[config.mk]
export PLATFORM = sky130hd
export DESIGN_NAME = cert_chain_parser
export DESIGN_NICKNAME = d
export VERILOG_FILES = /design/src/hw/rtl/ccp_pkg.sv /design/src/hw/rtl/ccp_core.sv /design/src/hw/rtl/ccp_out_fifo.sv /design/src/hw/rtl/cert_chain_parser.sv
export SDC_FILE = /design/constraint.sdc
export NUM_CORES = 1
export LEC_CHECK = 0
export ABC_AREA = 1
export BUFFER_PORTS_ARGS = -buffer_cell sky130_fd_sc_hd__buf_2
export CELL_PAD_IN_SITES_DETAIL_PLACEMENT = 1
export CELL_PAD_IN_SITES_GLOBAL_PLACEMENT = 1
export CORE_ASPECT_RATIO = 0.75
export CORE_MARGIN = 2
export CORE_UTILIZATION = 46
export DETAILED_ROUTE_END_ITERATION = 8
export HOLD_SLACK_MARGIN = 0.08
export PLACE_DENSITY = 0.81
export RECOVER_POWER = 50
export SLEW_MARGIN = 25
export SYNTH_ARGS = -nofsm -noshare
export SYNTH_HDL_FRONTEND = slang
export SYNTH_SLANG_ARGS = --single-unit
[constraint.sdc]
create_clock -name clk -period 4.3 [get_ports clk]
set_input_delay 1.075 -clock clk [delete_from_list [all_inputs] [get_ports clk]]
set_output_delay 1.075 -clock clk [all_outputs]
set_load 0.005 [all_outputs]
[src/hw/rtl/ccp_pkg.sv]
// Shared types and constants for the certificate chain parser.
package ccp_pkg;

	localparam logic [7:0] CHAIN_VERSION = 8'd1;

	// Result queue sizing; one accepted byte pushes at most two records
	localparam int FIFO_DEPTH = 4;
	localparam int PTR_W = $clog2(FIFO_DEPTH);
	localparam int CNT_W = PTR_W + 1;

	localparam logic KIND_DESC = 1'b0;
	localparam logic KIND_STATUS = 1'b1;

	typedef enum logic [1:0] {
		ST_OK = 2'd0,
		ST_BAD_VERSION = 2'd1,
		ST_SHORT = 2'd2,
		ST_TOO_LONG = 2'd3
	} ccp_status_t;

	typedef enum logic [2:0] {
		PH_VERSION = 3'd0,
		PH_COUNT = 3'd1,
		PH_LEN_HI = 3'd2,
		PH_LEN_LO = 3'd3,
		PH_DATA = 3'd4,
		PH_DONE = 3'd5
	} ccp_phase_t;

	typedef struct packed {
		logic [7:0] data_byte;
		logic end_of_blob;
	} ccp_in_t;

	typedef struct packed {
		logic record_kind;
		logic [7:0] cert_index;
		logic [15:0] cert_offset;
		logic [15:0] data_len;
		logic [1:0] chain_status;
		logic [7:0] certs_found;
		logic final_result;
	} ccp_rec_t;

	// Records produced by one accepted byte, in delivery order
	typedef struct packed {
		logic [1:0] count;
		ccp_rec_t first;
		ccp_rec_t second;
	} ccp_push_t;

endpackage

[src/hw/rtl/ccp_core.sv]
// Per-byte parse state and record generation.
module ccp_core (
	input logic clk,
	input logic arst_n,
	input logic take,
	input ccp_pkg::ccp_in_t byte_in,
	input logic [7:0] exp_version,
	output ccp_pkg::ccp_push_t push
);
	import ccp_pkg::*;

	ccp_phase_t phase_q, phase_d;
	logic [15:0] pos_q, pos_d;
	logic sticky_q, sticky_d;
	logic [7:0] ann_q, ann_d;
	logic [7:0] done_q, done_d;
	logic [7:0] lenhi_q, lenhi_d;
	logic [15:0] rem_q, rem_d;
	logic [15:0] start_q, start_d;
	logic err_q, err_d;

	logic [16:0] nxt;
	logic [15:0] rem_dec;
	logic [15:0] len_w;
	logic [7:0] done_inc;
	logic desc_v;
	ccp_rec_t desc, stat;
	ccp_status_t st;

	always_comb begin
		nxt = {1'b0, pos_q} + 17'd1;
		rem_dec = rem_q - 16'd1;
		len_w = {lenhi_q, byte_in.data_byte};
		done_inc = done_q + 8'd1;
		phase_d = phase_q;
		pos_d = pos_q;
		sticky_d = sticky_q;
		ann_d = ann_q;
		done_d = done_q;
		lenhi_d = lenhi_q;
		rem_d = rem_q;
		start_d = start_q;
		err_d = err_q;
		desc_v = 1'b0;
		desc = '0;
		stat = '0;
		st = ST_OK;
		push = '0;
		if (take) begin
			pos_d = nxt[15:0];
			sticky_d = sticky_q | nxt[16];
			case (phase_q)
				PH_VERSION: begin
					if (byte_in.data_byte != exp_version) begin
						err_d = 1'b1;
						phase_d = PH_DONE;
					end else begin
						phase_d = PH_COUNT;
					end
				end
				PH_COUNT: begin
					ann_d = byte_in.data_byte;
					phase_d = (byte_in.data_byte == 8'd0) ? PH_DONE : PH_LEN_HI;
				end
				PH_LEN_HI: begin
					lenhi_d = byte_in.data_byte;
					phase_d = PH_LEN_LO;
				end
				PH_LEN_LO: begin
					start_d = nxt[15:0];
					if (len_w == 16'd0) begin
						desc_v = 1'b1;
						desc.cert_offset = nxt[15:0];
						desc.data_len = 16'd0;
					end else begin
						rem_d = len_w;
						phase_d = PH_DATA;
					end
				end
				PH_DATA: begin
					rem_d = rem_dec;
					if (rem_dec == 16'd0) begin
						desc_v = 1'b1;
						desc.cert_offset = start_q;
						desc.data_len = nxt[15:0] - start_q;
					end
				end
				default: begin
					phase_d = PH_DONE;
				end
			endcase

			if (desc_v) begin
				desc.record_kind = KIND_DESC;
				desc.cert_index = done_q;
				desc.certs_found = ann_q;
				done_d = done_inc;
				phase_d = (done_inc == ann_q) ? PH_DONE : PH_LEN_HI;
			end

			// precedence: wrong version, too long, ended early
			if (err_d)
				st = ST_BAD_VERSION;
			else if (sticky_d)
				st = ST_TOO_LONG;
			else if (phase_d != PH_DONE)
				st = ST_SHORT;
			else
				st = ST_OK;
			stat.record_kind = KIND_STATUS;
			stat.chain_status = st;
			stat.certs_found = err_d ? 8'd0 : ann_d;
			stat.final_result = 1'b1;

			if (desc_v) begin
				push.first = desc;
				push.second = stat;
			end else begin
				push.first = stat;
			end
			push.count = {1'b0, desc_v} + {1'b0, byte_in.end_of_blob};

			if (byte_in.end_of_blob) begin
				phase_d = PH_VERSION;
				pos_d = '0;
				sticky_d = 1'b0;
				ann_d = '0;
				done_d = '0;
				lenhi_d = '0;
				rem_d = '0;
				start_d = '0;
				err_d = 1'b0;
			end
		end
	end

	always_ff @(posedge clk or negedge arst_n) begin
		if (!arst_n) begin
			phase_q <= PH_VERSION;
			pos_q <= '0;
			sticky_q <= 1'b0;
			ann_q <= '0;
			done_q <= '0;
			lenhi_q <= '0;
			rem_q <= '0;
			start_q <= '0;
			err_q <= 1'b0;
		end else begin
			phase_q <= phase_d;
			pos_q <= pos_d;
			sticky_q <= sticky_d;
			ann_q <= ann_d;
			done_q <= done_d;
			lenhi_q <= lenhi_d;
			rem_q <= rem_d;
			start_q <= start_d;
			err_q <= err_d;
		end
	end

endmodule

[src/hw/rtl/ccp_out_fifo.sv]
// Small queue: up to two records in, one out per cycle if rec_ready.
module ccp_out_fifo (
	input logic clk,
	input logic arst_n,
	input ccp_pkg::ccp_push_t push,
	output logic space_ok,
	output logic rec_valid,
	input logic rec_ready,
	output ccp_pkg::ccp_rec_t rec_data
);
	import ccp_pkg::*;

	ccp_rec_t mem_q [FIFO_DEPTH];
	logic [PTR_W-1:0] head_q, tail_q, tail_p1;
	logic [CNT_W-1:0] count_q;
	logic pop;

	assign tail_p1 = tail_q + PTR_W'(1);
	assign pop = rec_valid && rec_ready;
	assign rec_valid = (count_q != '0);
	assign rec_data = mem_q[head_q];
	assign space_ok = (count_q <= CNT_W'(FIFO_DEPTH - 2));

	always_ff @(posedge clk) begin
		if (push.count != 2'd0)
			mem_q[tail_q] <= push.first;
		if (push.count == 2'd2)
			mem_q[tail_p1] <= push.second;
	end

	always_ff @(posedge clk or negedge arst_n) begin
		if (!arst_n) begin
			head_q <= '0;
			tail_q <= '0;
			count_q <= '0;
		end else begin
			if (pop)
				head_q <= head_q + PTR_W'(1);
			tail_q <= tail_q + PTR_W'(push.count);
			count_q <= count_q + CNT_W'(push.count) - CNT_W'(pop);
		end
	end

endmodule

[src/hw/rtl/cert_chain_parser.sv]
// Top level of the certificate chain blob parser.
//
//  channel | valid     | ready     | payload
//  --------+-----------+-----------+--------------------------------
//  byte    | byte_valid| byte_ready| byte_data  (ccp_in_t)
//  rec     | rec_valid | rec_ready | rec_data   (ccp_rec_t)
//  cfg     | cfg_valid | cfg_ready | cfg_data   (expected version)
//
// One byte per cycle while byte_ready is high: the parse state updates in the
// accepting cycle and its records are registered into a four-entry result queue.
// A byte that ends a certificate on the end-of-blob mark pushes two records,
// drained one per cycle under rec_ready; byte_ready drops while fewer than two
// slots are free. Reset clears the parse state and queue and sets the expected
// version to 1. cfg_ready is always high.
module cert_chain_parser (
	input logic clk,
	input logic arst_n,
	input logic byte_valid,
	output logic byte_ready,
	input ccp_pkg::ccp_in_t byte_data,
	output logic rec_valid,
	input logic rec_ready,
	output ccp_pkg::ccp_rec_t rec_data,
	input logic cfg_valid,
	output logic cfg_ready,
	input logic [7:0] cfg_data
);
	import ccp_pkg::*;

	logic [7:0] exp_version_q;
	logic space_ok;
	logic take;
	ccp_push_t push;

	assign cfg_ready = 1'b1;
	assign byte_ready = space_ok;
	assign take = byte_valid && byte_ready;

	always_ff @(posedge clk or negedge arst_n) begin
		if (!arst_n)
			exp_version_q <= CHAIN_VERSION;
		else if (cfg_valid && cfg_ready)
			exp_version_q <= cfg_data;
	end

	ccp_core u_core (
		.clk(clk),
		.arst_n(arst_n),
		.take(take),
		.byte_in(byte_data),
		.exp_version(exp_version_q),
		.push(push)
	);

	ccp_out_fifo u_fifo (
		.clk(clk),
		.arst_n(arst_n),
		.push(push),
		.space_ok(space_ok),
		.rec_valid(rec_valid),
		.rec_ready(rec_ready),
		.rec_data(rec_data)
	);

endmodule

==> flow_summary_export.csv <==
group,metric,value,unit
place,gp_congestion,0.864,
route,drt-total-wl,48600,um
logic_synthesis,ys_seq_area_frac,0.467,
timing,period_share,0.948,
route,drt_first_iter_violations,1113,
min_path,hold_class,"reg -> reg",
global_routing,grt_use_total,0.294,
worst_setup_path,cp_max_fo,43,
die,die_area,33300,um2
global_routing,first_global_vias,13866,
worst_setup_path,cp.arrival,3.00,ns
layout,n_antenna_cell,0,
die,die_h,158,um
worst_setup_path,critPathCaptureType,"output pin",
worst_setup_path,worstPathCellList,"inv_2, clkbuf_2, o21ai_0, o22ai_1, buf_2",
status,status,"complete, but fails checks",
route,wire_per_inst,20.3,um
logic_synthesis,synth_area,14600,um2
worst_setup_path,required,3.22,ns
timing,slew_headroom,-0.196,
logic_synthesis,synthesis.nets,1966,
global_routing,overflow,0,
clock_network,cts_setup_buffers,0,
logic_synthesis,postSynthCellCount,1917,
route,drc,0,
clock_network,tritoncts,"built",
worst_setup_path,r2r-end,"u_fifo.mem_q[0][9]",
timing,fin_crit,4.08,ns
timing,fin_ws,0.223,ns
timing,slew_violations,95,
global_routing,grt_max_degree,67,
die,die_w,210,um
logic_synthesis,synth_cell_type_count,54,
clock_network,htree_levels,1,
clock_network,clk_pin_slew,0.06,ns
worst_setup_path,cp_slowest_cell,"inv_2",
worst_setup_path,crit_buf_inv,3,
power,p_per_area,730,nW/um2
clock_network,cts_buffer_depth,3,
worst_setup_path,reg2reg_depth,25,
logic_synthesis,async_flop_share,0.311,
clock_network,numCtsBuffers,31,
logic_synthesis,synth_top_cells_by_area,"dfxtp_1, dfrtp_1, nand2_1, edfxtp_1, o21ai_0",
worst_setup_path,critical_path_class,"reg -> out",
route,drtPass1Iterations,5,
timing,setup-tns-final,0,ns
place,dp.cells,2336,
clock_network,cts.sinks,296,
place,place_hpwl,32400,um
worst_setup_path,r2r_start,"u_core.rem_q[0]",
layout,instances_no_fill,2394,
timing,finalClockSkew,0.0230,ns
clock_network,clk_latency,0.58,ns
layout,fin_area,16400,um2
worst_setup_path,crit_family,"buffers and inverters",
die,pin_count,77,
global_routing,grt_pass1_wl,77200,um
logic_synthesis,yosys.area.top_type_share,0.219,
power,cellLeakagePower,6.75,nW
layout,drive_above_1_share,0.102,
timing,rsz0062_at_grt,"false",
timing,final_hold_viol_count,0,
clock_network,cts_root_buf,"clkbuf_16",
logic_synthesis,synthFlopType,"dfxtp_1",
timing,worstMarginPinSlew,1.79,ns
status,failed_checks,"capacitance limit, slew limit",
route,via_per_inst,5.76,
job,maxCapViolCount,3,
route,via_count,13781,
die,rows,56,
worst_setup_path,crit_start,"u_fifo.head_q[0]",
timing,setup_viol,0,
die,initial_utilization,0.467,
layout,finalNetCount,2012,
worst_setup_path,critical_path_depth,5,
place,dp_slack,0.188,ns
logic_synthesis,avgSynthCellArea,7.63,um2
worst_setup_path,startpoint_type,"register",
worst_setup_path,crit_path_max_incr_delay,0.67,ns
clock_network,cts_hold_buf,0,
die,core-area,31300,um2
global_routing,grt_antenna_before_repair,1,
worst_setup_path,ff2ff_setup_slack,0.34,ns
route,antenna_left,0,
logic_synthesis,yosysWarnings,0,
place,port-buffer-count,75,
logic_synthesis,ys_seq_elements,296,
clock_network,cts_resized,0,
logic_synthesis,synth.largest_area_cell,"dfxtp_1",
logic_synthesis,synth_edf_count,44,
layout,area_growth,12.0,%
timing,fmax,245,MHz
worst_setup_path,crit_end,"rec_data[23]",
power,irDropWorstVdd,0.000341,V
place,place_area,15400,um2
[worst register-to-register path, cell delays in order (launching register included)]
cell and delay, ns:
dfrtp_1 0.40, inv_1 0.15, ha_1 0.24, inv_1 0.09, nor2_4 0.10, nand2_2 0.10
nor2_2 0.14, nand2_1 0.07, nand2_1 0.16, nand2_1 0.08, nor2_1 0.11, nand2_1 0.08
nor2_2 0.10, nand2_2 0.10, nand2_4 0.12, inv_1 0.05, ha_1 0.30, inv_1 0.06
nor2_2 0.17, nor2_1 0.12, nor3_1 0.28, buf_4 0.28, nand2_1 0.07, o21ai_1 0.23
inv_1 0.12, nor2_1 0.12
[cell usage in the layout, fill, tap and decap left out, drive strengths merged, types with 6 or more instances in the layout]
master,count
edfxtp,44
xor2,22
o32ai,8
nand3,56
xnor2,6
clkinv,9
or2,9
nor3,20
a21oi,29
dfxtp,160
buf,60
o22ai,102
clkbuf,98
ha,25
o21ai,335
nor2,209
nand2,485
nand4,13
dfrtp,91
inv,177
[stage by stage]
stage | hold WS [ns] | utilization | total power, W
after detailed placement | 0.436 | 0.490 | 0.00904
final | 0.451 | 0.523 | 0.0119
after CTS | 0.455 | 0.526 | 0.0120
after global placement | 0.432 | 0.490 | 0.00881
after global routing | 0.476 | 0.523 | 0.0127
after floorplan | 0.421 | - | 0.00719
[routing by layer]
metal,global-route usage,part of all wire,routed length (um)
met5,0,0,0
met4,0.0672,0.020,974
met3,0.0343,0.058,2810
met2,0.468,0.44,21400
met1,0.430,0.48,23400
[report_power, final]
group	internal [W]	switching, W	total [W]	leakage, nW
sequential	0.00319	0.000322	0.00351	2.91
clock	0.00170	0.00118	0.00287	0.553
combinational	0.00170	0.00386	0.00556	3.29
total	0.00659	0.00536	0.0119	6.75
[synthesized netlist by cell type (3+ instances only)]
cell	count
mux2_2	3
nor2_2	6
buf_1	3
nand4_1	13
o32ai_1	8
dfrtp_1	91
nand3_1	48
nor2_1	198
o22ai_1	102
o21bai_1	3
or2_2	7
nor2_4	4
buf_6	6
buf_2	17
a21boi_0	3
o2111ai_1	3
nand2_2	4
xor2_1	22
o21ai_2	16
clkbuf_1	70
dfxtp_1	160
xnor2_1	6
o21ai_0	219
buf_4	3
a21oi_1	28
nor3_1	13
nand3_2	7
inv_1	155
o21ai_1	100
edfxtp_1	44
nor3_2	6
ha_1	25
nand2_1	479
inv_2	18
[registers in the layout, summed over array words and instances, names as in the netlist, 8 cells and up]
register / count
u_core.lenhi_q: 8
u_core.pos_q: 16
u_core.done_q: 8
u_fifo.mem_q: 204
u_core.ann_q: 8
u_core.start_q: 16
exp_version_q: 8
u_core.rem_q: 16
[area by class of cell]
cell class | instances | area (um2)
Fill cell | 3948 | 14900
Sequential cell | 296 | 6830
Multi-Input combinational cell | 1346 | 6670
Clock buffer | 46 | 976
Inverter | 176 | 672
Timing Repair Buffer | 112 | 597
Tap cell | 406 | 508
Clock inverter | 12 | 126
[kinds of logic (layout without fill, tap and decap cells)]
family,count (synthesis),after routing,share of synthesized area
fa+ha+maj,27,27,0.0241
buf+inv,275,346,0.0759
mux,3,3,0.00231
xor+xnor,28,28,0.0168
flops,296,296,0.467
other cells,1,1,0.000256
simple gates,795,795,0.227
compound gates,492,492,0.187
[worst min-delay path by stage]
stage	startpoint	to	slack [ns]	cells past startpoint
final	u_fifo.mem_q[2][28]	u_fifo.mem_q[2][28]	0.45	2
after global routing	u_fifo.mem_q[3][31]	u_fifo.mem_q[3][31]	0.48	2
after CTS	u_fifo.mem_q[2][12]	u_fifo.mem_q[2][12]	0.46	2
after detailed placement	u_fifo.mem_q[1][40]	u_fifo.mem_q[1][40]	0.44	2
after global placement	u_fifo.mem_q[2][35]	u_fifo.mem_q[2][35]	0.43	2
after floorplan	u_fifo.mem_q[1][40]	u_fifo.mem_q[1][40]	0.42	2
Power figures use the tool's default switching activity.
